File: src/sfc_pkg.sv
// ----------------------------------------------------------------------------
// sfc_pkg: shared types and constants for the sector framer
// Register map, reset values, CRC-16 byte update and the records passed
// between the front end, the job queue and the sector emitter.
// ----------------------------------------------------------------------------
package sfc_pkg;

  localparam int SECTOR_BYTES_DEFAULT = 512;
  localparam int MAX_WORDS            = 64;
  localparam int FRAME_BYTES          = 8;

  localparam logic [15:0] HEADER_RESET = 16'hFB3B;
  localparam logic [15:0] FOOTER_RESET = 16'h5F86;
  localparam logic [15:0] SEED_RESET   = 16'hFFFF;
  localparam logic [15:0] CRC_POLY     = 16'h8005;

  localparam int          ADDR_BITS   = 4;
  localparam logic [3:0]  ADDR_HEADER = 4'h0;
  localparam logic [3:0]  ADDR_FOOTER = 4'h4;
  localparam logic [3:0]  ADDR_SEED   = 4'h8;

  typedef struct packed {
    logic [15:0] header;
    logic [15:0] footer;
    logic [15:0] seed;
  } cfg_t;

  // One finished sector waiting for the emitter
  typedef struct packed {
    logic [15:0] crc;
    logic [15:0] stime;
  } job_t;

  // MSb-first, unreflected CRC-16 over one byte
  function automatic logic [15:0] crc_byte(input logic [15:0] crc_in,
                                           input logic [7:0]  b);
    logic [15:0] c;
    c = crc_in ^ {b, 8'h00};
    for (int i = 0; i < 8; i++) begin
      if (c[15]) begin
        c = {c[14:0], 1'b0} ^ CRC_POLY;
      end else begin
        c = {c[14:0], 1'b0};
      end
    end
    return c;
  endfunction

endpackage

File: src/sfc_ram.sv
// ----------------------------------------------------------------------------
// sfc_ram: generic simple dual-port RAM
// One write port, one read port with registered read data.
// ----------------------------------------------------------------------------
module sfc_ram #(
  parameter int WIDTH = 8,
  parameter int DEPTH = 504
) (
  input  logic                     clk,
  input  logic                     we,
  input  logic [$clog2(DEPTH)-1:0] waddr,
  input  logic [WIDTH-1:0]         wdata,
  input  logic [$clog2(DEPTH)-1:0] raddr,
  output logic [WIDTH-1:0]         rdata
);

  logic [WIDTH-1:0] mem [DEPTH];

  always_ff @(posedge clk) begin
    if (we) begin
      mem[waddr] <= wdata;
    end
    rdata <= mem[raddr];
  end

endmodule

File: src/sfc_job_fifo.sv
// ----------------------------------------------------------------------------
// sfc_job_fifo: two-entry queue of finished sectors
// Decouples the byte front end from the sector emitter.
// ----------------------------------------------------------------------------
module sfc_job_fifo (
  input  logic          clk,
  input  logic          rst,
  input  logic          push,
  input  sfc_pkg::job_t push_data,
  output logic          full,
  input  logic          pop,
  output sfc_pkg::job_t head,
  output logic          empty
);

  sfc_pkg::job_t entries [2];
  logic          wr_ptr;
  logic          rd_ptr;
  logic [1:0]    count;

  logic do_push;
  logic do_pop;

  assign full    = (count == 2'd2);
  assign empty   = (count == 2'd0);
  assign do_push = push && !full;
  assign do_pop  = pop && !empty;
  assign head    = entries[rd_ptr];

  always_ff @(posedge clk) begin
    if (do_push) begin
      entries[wr_ptr] <= push_data;
    end
    if (rst) begin
      wr_ptr <= 1'b0;
      rd_ptr <= 1'b0;
      count  <= 2'd0;
    end else begin
      if (do_push) begin
        wr_ptr <= !wr_ptr;
      end
      if (do_pop) begin
        rd_ptr <= !rd_ptr;
      end
      unique case ({do_push, do_pop})
        2'b10:   count <= count + 2'd1;
        2'b01:   count <= count - 2'd1;
        default: count <= count;
      endcase
    end
  end

endmodule

File: src/sfc_front.sv
// ----------------------------------------------------------------------------
// sfc_front: byte intake and running CRC
// Writes bytes into the payload store, tracks fill, CRC and timestamp, and
// queues a sector job when a byte lands on a full payload.
// ----------------------------------------------------------------------------
module sfc_front #(
  parameter int SECTOR_BYTES = sfc_pkg::SECTOR_BYTES_DEFAULT
) (
  input  logic                  clk,
  input  logic                  rst,
  input  logic                  push,
  output logic                  full,
  input  logic [7:0]            data_byte,
  input  logic [15:0]           second_count,
  input  logic [15:0]           crc_seed,
  output logic                  job_push,
  output sfc_pkg::job_t         job_data,
  input  logic                  job_full,
  input  logic                  back_done,
  output logic                  ram_we,
  output logic [$clog2(SECTOR_BYTES-sfc_pkg::FRAME_BYTES)-1:0] ram_waddr,
  output logic [7:0]            ram_wdata
);

  localparam int PAYLOAD = SECTOR_BYTES - sfc_pkg::FRAME_BYTES;
  localparam int FW      = $clog2(PAYLOAD + 1);
  localparam int AW      = $clog2(PAYLOAD);

  logic [FW-1:0] fill;
  logic [15:0]   crc;
  logic [15:0]   stime;
  logic          pend;
  logic [7:0]    pend_byte;
  logic [15:0]   pend_secs;

  logic accept;
  logic is_full;
  logic reopen;

  assign full     = pend || job_full;
  assign accept   = push && !full;
  assign is_full  = (fill == FW'(PAYLOAD));
  assign reopen   = pend && back_done;

  assign job_push       = accept && is_full;
  assign job_data.crc   = crc;
  assign job_data.stime = stime;

  // the parked byte goes to position zero once the emitter has read the store
  assign ram_we    = (accept && !is_full) || reopen;
  assign ram_waddr = reopen ? '0 : AW'(fill);
  assign ram_wdata = reopen ? pend_byte : data_byte;

  always_ff @(posedge clk) begin
    if (accept && is_full) begin
      pend_byte <= data_byte;
      pend_secs <= second_count;
    end
    if (rst) begin
      fill  <= '0;
      crc   <= sfc_pkg::SEED_RESET;
      stime <= '0;
      pend  <= 1'b0;
    end else if (reopen) begin
      fill  <= FW'(1);
      crc   <= sfc_pkg::crc_byte(crc_seed, pend_byte);
      stime <= pend_secs;
      pend  <= 1'b0;
    end else if (accept) begin
      if (is_full) begin
        pend <= 1'b1;
      end else begin
        if (fill == '0) begin
          stime <= second_count;
        end
        crc  <= sfc_pkg::crc_byte(crc, data_byte);
        fill <= fill + FW'(1);
      end
    end
  end

endmodule

File: src/sfc_back.sv
// ----------------------------------------------------------------------------
// sfc_back: sector emitter
// Walks the sector byte by byte, reads payload from the store, packs
// 64-bit little-endian words and holds them in an output register.
// ----------------------------------------------------------------------------
module sfc_back #(
  parameter int SECTOR_BYTES = sfc_pkg::SECTOR_BYTES_DEFAULT
) (
  input  logic                  clk,
  input  logic                  rst,
  input  sfc_pkg::cfg_t         cfg,
  input  logic                  job_empty,
  input  sfc_pkg::job_t         job_head,
  output logic                  job_pop,
  output logic                  done,
  output logic [$clog2(SECTOR_BYTES-sfc_pkg::FRAME_BYTES)-1:0] ram_raddr,
  input  logic [7:0]            ram_rdata,
  output logic                  empty,
  input  logic                  pop,
  output logic [63:0]           sector_word,
  output logic [5:0]            word_index,
  output logic                  last_word
);

  localparam int PAYLOAD   = SECTOR_BYTES - sfc_pkg::FRAME_BYTES;
  localparam int AW        = $clog2(PAYLOAD);
  localparam int WORDS_RAW = (SECTOR_BYTES + 7) / 8;
  localparam int WORDS     = (WORDS_RAW > sfc_pkg::MAX_WORDS) ? sfc_pkg::MAX_WORDS
                                                              : WORDS_RAW;
  localparam int TOTAL     = WORDS * 8;
  localparam int PW        = $clog2(TOTAL);

  typedef enum logic [1:0] {
    ST_IDLE = 2'b01,
    ST_RUN  = 2'b10
  } state_t;

  state_t        state;
  sfc_pkg::job_t job;
  logic [PW-1:0] pos;

  logic          s1_valid;
  logic [2:0]    s1_lane;
  logic          s1_ram;
  logic [7:0]    s1_fixed;
  logic [5:0]    s1_index;
  logic          s1_last;

  logic [7:0][7:0] asm_word;
  logic            asm_full;
  logic [5:0]      asm_index;
  logic            asm_last;

  logic          out_valid;
  logic [63:0]   out_word;
  logic [5:0]    out_index;
  logic          out_last;

  logic          issue;
  logic          from_ram;
  logic [7:0]    fixed_byte;
  logic          move;
  logic [7:0]    land_byte;

  // classify the current sector position
  always_comb begin
    int p;
    p          = int'(pos);
    from_ram   = 1'b0;
    fixed_byte = 8'h00;
    priority if (p >= SECTOR_BYTES) begin
      fixed_byte = 8'h00;
    end else if (p == 0) begin
      fixed_byte = cfg.header[7:0];
    end else if (p == 1) begin
      fixed_byte = cfg.header[15:8];
    end else if (p == 2) begin
      fixed_byte = job.stime[7:0];
    end else if (p == 3) begin
      fixed_byte = job.stime[15:8];
    end else if (p == SECTOR_BYTES - 4) begin
      fixed_byte = job.crc[7:0];
    end else if (p == SECTOR_BYTES - 3) begin
      fixed_byte = job.crc[15:8];
    end else if (p == SECTOR_BYTES - 2) begin
      fixed_byte = cfg.footer[7:0];
    end else if (p == SECTOR_BYTES - 1) begin
      fixed_byte = cfg.footer[15:8];
    end else begin
      from_ram = 1'b1;
    end
  end

  // hold issue while a finished word waits or a word's top byte is in flight
  assign issue     = (state == ST_RUN) && !asm_full && !(s1_valid && (s1_lane == 3'd7));
  assign done      = issue && (pos == PW'(TOTAL - 1));
  assign job_pop   = (state == ST_IDLE) && !job_empty;
  assign ram_raddr = AW'(pos - PW'(4));
  assign land_byte = s1_ram ? ram_rdata : s1_fixed;
  assign move      = asm_full && (!out_valid || pop);

  assign empty       = !out_valid;
  assign sector_word = out_word;
  assign word_index  = out_index;
  assign last_word   = out_last;

  always_ff @(posedge clk) begin
    if (job_pop) begin
      job <= job_head;
    end
    if (issue) begin
      s1_lane  <= pos[2:0];
      s1_ram   <= from_ram;
      s1_fixed <= fixed_byte;
      s1_index <= 6'(pos >> 3);
      s1_last  <= (pos == PW'(TOTAL - 1));
    end
    if (s1_valid) begin
      asm_word[s1_lane] <= land_byte;
      if (s1_lane == 3'd7) begin
        asm_index <= s1_index;
        asm_last  <= s1_last;
      end
    end
    if (move) begin
      out_word  <= asm_word;
      out_index <= asm_index;
      out_last  <= asm_last;
    end

    if (rst) begin
      state     <= ST_IDLE;
      pos       <= '0;
      s1_valid  <= 1'b0;
      asm_full  <= 1'b0;
      out_valid <= 1'b0;
    end else begin
      s1_valid <= issue;
      unique case (state)
        ST_IDLE: begin
          if (job_pop) begin
            pos   <= '0;
            state <= ST_RUN;
          end
        end
        ST_RUN: begin
          if (issue) begin
            pos <= pos + PW'(1);
            if (done) begin
              state <= ST_IDLE;
            end
          end
        end
        default: state <= ST_IDLE;
      endcase
      if (s1_valid && (s1_lane == 3'd7)) begin
        asm_full <= 1'b1;
      end else if (move) begin
        asm_full <= 1'b0;
      end
      if (move) begin
        out_valid <= 1'b1;
      end else if (pop) begin
        out_valid <= 1'b0;
      end
    end
  end

endmodule

File: src/sector_framer_crc16.sv
// ----------------------------------------------------------------------------
// sector_framer_crc16: CRC-16 framed sector packer
// Packs a byte stream into fixed-size sectors and emits each as 64-bit words.
// ----------------------------------------------------------------------------
// Bytes are pushed one per cycle into a payload store of SECTOR_BYTES-8
// entries while a running CRC-16 (poly 0x8005, MSb first, no final xor,
// seeded with 0xFFFF after reset, later from the seed register) is kept over
// them. The byte pushed after the payload is full closes the sector: the
// block emits up to 64 little-endian words (header, timestamp, payload, CRC,
// footer; a short last word is zero padded) and then opens the next sector
// with that byte. Intake runs at one byte per cycle; the closing byte raises
// full for the drain, in which the emitter walks the sector through the
// single byte read port of the payload store one byte a cycle, pausing after
// each word. Words are held in an output register; a slow consumer stalls
// the emitter and so keeps full high longer, since the next sector opens
// only once the drain ends. end_of_record is accepted but does not change
// framing. Write the configuration registers only while the block is idle.
// ----------------------------------------------------------------------------
module sector_framer_crc16 #(
  parameter int SECTOR_BYTES = sfc_pkg::SECTOR_BYTES_DEFAULT
) (
  input  logic                          clk,
  input  logic                          rst,
  // byte intake
  input  logic                          push,
  output logic                          full,
  input  logic [7:0]                    data_byte,
  input  logic [15:0]                   second_count,
  input  logic                          end_of_record,
  // sector words
  output logic                          empty,
  input  logic                          pop,
  output logic [63:0]                   sector_word,
  output logic [5:0]                    word_index,
  output logic                          last_word,
  // configuration
  input  logic                          psel,
  input  logic                          penable,
  input  logic                          pwrite,
  input  logic [sfc_pkg::ADDR_BITS-1:0] paddr,
  input  logic [31:0]                   pwdata,
  output logic [31:0]                   prdata,
  output logic                          pready
);

  localparam int AW = $clog2(SECTOR_BYTES - sfc_pkg::FRAME_BYTES);

  sfc_pkg::cfg_t cfg;
  logic          cfg_write;

  sfc_pkg::job_t job_in;
  sfc_pkg::job_t job_head;
  logic          job_push;
  logic          job_pop;
  logic          job_full;
  logic          job_empty;
  logic          back_done;

  logic          ram_we;
  logic [AW-1:0] ram_waddr;
  logic [7:0]    ram_wdata;
  logic [AW-1:0] ram_raddr;
  logic [7:0]    ram_rdata;

  // Register file: header at 0x0, footer at 0x4, seed at 0x8; other
  // addresses write nothing and read zero.
  assign pready    = 1'b1;
  assign cfg_write = psel && penable && pwrite && pready;

  always_ff @(posedge clk) begin
    if (rst) begin
      cfg.header <= sfc_pkg::HEADER_RESET;
      cfg.footer <= sfc_pkg::FOOTER_RESET;
      cfg.seed   <= sfc_pkg::SEED_RESET;
    end else if (cfg_write) begin
      unique case (paddr)
        sfc_pkg::ADDR_HEADER: cfg.header <= pwdata[15:0];
        sfc_pkg::ADDR_FOOTER: cfg.footer <= pwdata[15:0];
        sfc_pkg::ADDR_SEED:   cfg.seed   <= pwdata[15:0];
        default:              cfg        <= cfg;
      endcase
    end
  end

  always_comb begin
    unique case (paddr)
      sfc_pkg::ADDR_HEADER: prdata = {16'h0000, cfg.header};
      sfc_pkg::ADDR_FOOTER: prdata = {16'h0000, cfg.footer};
      sfc_pkg::ADDR_SEED:   prdata = {16'h0000, cfg.seed};
      default:              prdata = 32'h0000_0000;
    endcase
  end

  // Front end: takes bytes, updates CRC, parks the closing byte
  sfc_front #(
    .SECTOR_BYTES (SECTOR_BYTES)
  ) u_front (
    .clk          (clk),
    .rst          (rst),
    .push         (push),
    .full         (full),
    .data_byte    (data_byte),
    .second_count (second_count),
    .crc_seed     (cfg.seed),
    .job_push     (job_push),
    .job_data     (job_in),
    .job_full     (job_full),
    .back_done    (back_done),
    .ram_we       (ram_we),
    .ram_waddr    (ram_waddr),
    .ram_wdata    (ram_wdata)
  );

  // Finished sectors wait here until the emitter is free
  sfc_job_fifo u_jobs (
    .clk       (clk),
    .rst       (rst),
    .push      (job_push),
    .push_data (job_in),
    .full      (job_full),
    .pop       (job_pop),
    .head      (job_head),
    .empty     (job_empty)
  );

  // Payload store: written by the front end, read by the emitter
  sfc_ram #(
    .WIDTH (8),
    .DEPTH (SECTOR_BYTES - sfc_pkg::FRAME_BYTES)
  ) u_store (
    .clk   (clk),
    .we    (ram_we),
    .waddr (ram_waddr),
    .wdata (ram_wdata),
    .raddr (ram_raddr),
    .rdata (ram_rdata)
  );

  // Emitter: walks the sector and packs words for the consumer
  sfc_back #(
    .SECTOR_BYTES (SECTOR_BYTES)
  ) u_back (
    .clk         (clk),
    .rst         (rst),
    .cfg         (cfg),
    .job_empty   (job_empty),
    .job_head    (job_head),
    .job_pop     (job_pop),
    .done        (back_done),
    .ram_raddr   (ram_raddr),
    .ram_rdata   (ram_rdata),
    .empty       (empty),
    .pop         (pop),
    .sector_word (sector_word),
    .word_index  (word_index),
    .last_word   (last_word)
  );

endmodule

File: config.mk
export PLATFORM = sky130hd
export DESIGN_NAME = sector_framer_crc16
export DESIGN_NICKNAME = d
export VERILOG_FILES = /design/src/sfc_pkg.sv /design/src/sfc_ram.sv /design/src/sfc_job_fifo.sv /design/src/sfc_front.sv /design/src/sfc_back.sv /design/src/sector_framer_crc16.sv
export SDC_FILE = /design/constraint.sdc
export NUM_CORES = 2
export LEC_CHECK = 0
export ABC_AREA = 1
export BUFFER_PORTS_ARGS = -buffer_cell sky130_fd_sc_hd__buf_4
export CAP_MARGIN = 20
export CORE_AREA = 2 2 811 490
export DETAILED_ROUTE_END_ITERATION = 10
export DIE_AREA = 0 0 813 492
export HOLD_SLACK_MARGIN = 0.12
export PLACE_DENSITY = 0.62
export REMOVE_ABC_BUFFERS = 1
export SLEW_MARGIN = 10
export SYNTH_ARGS = -nofsm -noshare
export SYNTH_HDL_FRONTEND = slang
export SYNTH_SLANG_ARGS = --single-unit
File: constraint.sdc
create_clock -name clk -period 44.4 [get_ports clk]
set_input_delay 8.88 -clock clk [delete_from_list [all_inputs] [get_ports clk]]
set_output_delay 8.88 -clock clk [all_outputs]
set_load 0.05 [all_outputs]
==> reports/qor.csv <==
metric;value;unit
status;finished, final reports clean;
cell taking the most area after synthesis;edfxtp_1;
Residual DRC;0;
core area;394000;sq um
CTS H-tree lvls;5;
CP max-delay cell;nor3_2;
Period Utilization, post-route;43.8;%
Die Footprint;400000;sq um
static leakage;63.0;nW
Post-synth EDFFs;4313;
vias per inst;5.91;
Clock power frac;30.6;%
Seq cells post-synth;4429;
Die H;492;microns
CP Data Required Time;35.52;ns
Async SR Flop Fraction;0;%
DR vias;114429;
Slew headroom;16.3;%
fin. max-slew vios;0;
worst hold path class;register to register;
final wirelength;501000;microns
Synth Instances;14096;
final cell count without fillers;19357;
synthesized area;176000;sq um
Final Power;10.9;mW
Clock transition at path regs;0.07;ns
TritonCTS clock tree;built;
I/O pin total;174;
max incr delay on CP;0.52;ns
Num CTS Buffers;383;
worst-path fanout max;10;
cells along the critical path;buf_4, nor2_1, inv_1, nor3_2, inv_1, o211ai_1, buf_4;
CP top delay family;buffers and inverters;
max_cap viols;0;
Max Clock Freq;0.0514;GHz
GP Congestion;0.857;
Final Hold Viols;0;
Ys Warns;0;
synth cell count leaders;4,313 x edfxtp_1, 2,464 x nor2_1, 1,954 x o21ai_0;
# resized after CTS;0;
Root Buffer;clkbuf_16;
# rows;179;
Area contributors post-synth;edfxtp_1 73%, o21ai_0 5.5%, nor2_1 5.2%, nand3_1 3.5%, nand2_1 3.2%;
Clock Latency Late Sink;0.97;ns
Buf/Inv on CP;4;
fin nets;13877;
Post-CTS Setup Inserts;0;
WL/cell;25.9;microns
arrival time worst endpoint;10.58;ns
fin area;193000;sq um
endpoint class of the critical path;primary output;
Worst Setup Path Type;input port to primary output;
Worst Clk Skew;0.0485;ns
r2r setup slk;37.84;ns
sequential area share after synthesis;74.8;%
syn_area_per_cell;12.5;sq um
fill cell count;34005;
hold slack;0.417;ns
vias in the first global route;103411;
fraction of power spent switching nets;33.8;%
Seq pwr share;42.6;%
# setup viols final;0;
Main synth FF type;edfxtp_1;
initial drt markers;18098;
top-area cell type share of the netlist area;73.5;%
initial antenna violation count;26;
slew at the pin closest to its max-slew limit;1.26;ns
clock sinks;4429;
switching power;3.67;mW
Comb power frac;26.7;%
total grt overflow;0;
RSZ-0062 raised after global routing;no;
setup TNS;0;ns
DPL Wire Length;279000;microns
Area Growth Syn to Fin;9.71;%
largest net degree at the start of global routing;196;
First-pass DRT Iterations;8;
share of layout cells above drive strength 1;6.54;%
peak supply drop;0.0694;mV
initial core utilization;44.8;%
hold-fix buffers at CTS;0;
pwr/cell area;56.2;nW/um^2
Inst Count DP;18655;
synth unique cells;46;
minimum clock period;19.46;ns
most common cell in the synthesized netlist;edfxtp_1;
CP Launch Type;input port;
Clock Path Buffers;4;
Int Power;7.20;mW
Buffers on Ports;139;
remaining antenna violation count after routing;0;
first-pass GRT wire length;724000;microns
global-route usage over all layers;24.2;%
Chip Width;813;microns
dpl cell area;181000;sq um
[per-stage QoR]
| stage | util [%] | setup slack (ns) |
|---|---|---|
| floorplan | - | -111.90 |
| global placement | 46.1 | 25.00 |
| detailed placement | 46.1 | 25.02 |
| CTS | 49.1 | 25.02 |
| global route | 49.1 | 24.80 |
| finish | 49.1 | 24.94 |
[worst paths after layout]
path,startpoint,endpoint,cells past startpoint
setup reg to reg,u_back.pos[0],u_store.rdata[0],15
hold / removal,u_back.asm_word[56],u_back.sector_word[56],0
setup / recovery,paddr[1],prdata[8],7
hold reg to reg,u_back.asm_word[56],u_back.sector_word[56],0
[flip-flops by register name (all words and copies together) (netlist names), 8 cells and up]
name	flops
u_store.rdata	8
u_front.crc	16
u_back.asm_word	64
u_back.s1_fixed	8
u_front.fill	9
u_front.stime	16
u_back.sector_word	64
u_back.job	32
u_back.pos	9
u_front.pend_secs	16
u_jobs.entries	64
u_front.pend_byte	8
u_store.mem	4032
cfg	48
[kinds of logic after synthesis]
family | Yosys count | synth area share, %
AOI/OAI and AO/OA | 3127 | 9.68
xor gates and xnor gates | 29 | 0.148
adders and majority gates | 14 | 0.0994
buffers and inverters | 1233 | 3.10
DFF | 4429 | 74.8
muxes | 8 | 0.0511
other | 2 | 0.00426
and+or+nand+nor | 5254 | 12.1
[power by group through the flow]
stage	Combinational [mW]	Clock, mW	Sequential, mW
after floorplan	2.38	0	4.99
after global placement	2.81	0	4.72
after detailed placement	2.83	0	4.72
after CTS	2.84	3.35	4.63
after global routing	3.17	3.51	4.63
final	2.91	3.33	4.63
[metal layers]
metal / share of wire [%] / vias to the layer above / global-route usage [%] / wire length, microns
met4: 2.1 / 4 / 4.99 / 10300
met2: 40 / 6210 / 32.2 / 202000
li1: - / 50902 / - / -
met5: 0.0042 / - / 0 / 21
met1: 44 / 56658 / 39.1 / 222000
met3: 13 / 655 / 6.70 / 66000
[worst reg2reg max path, cell delays in order, from the launching register on]
cell,delay [ns]
dfxtp_4,0.49
buf_12,0.54
buf_12,0.59
buf_4,0.89
buf_4,0.76
buf_4,0.76
o21ai_0,0.29
o22ai_1,0.28
nand2_1,0.08
nand3_1,0.14
nand3_1,0.32
nand3_1,0.63
nand3_1,0.14
nand3_1,0.18
nand3_1,0.09
nand2_1,0.25
[cells in the final DEF, fill, tap and decap left out, drive strengths merged, types with 3 or more instances in the layout]
master and n:
clkinvlp 13, o21ai 1999, nand2 1512, bufinv 31, nor3b 3, ha 14, a311oi 18, nand3 1243
nand4 3, o211ai 43, diode 3, buf 333, inv 202, nor2 2467, a211oi 3, xnor2 11
xor2 18, o311ai 3, edfxtp 4313, a21oi 135, dfxtp 116, nor3 21, o221ai 20, mux2 8
conb 17, clkinv 170, clkbuf 478, o22ai 896
[final cells by class]
class	instances	area [sq um]	share of cell area, %
diodes	3	7.51	0.00388
clock buffers	478	10100	5.25
clock inverters	217	1850	0.957
inverters	199	783	0.405
multi-input cells	8449	39300	20.3
flip-flops and latches	4429	132000	68.2
well taps	5249	6570	3.40
repair buffers	333	2850	1.47
No activity file was read; power rests on OpenSTA's default activity.
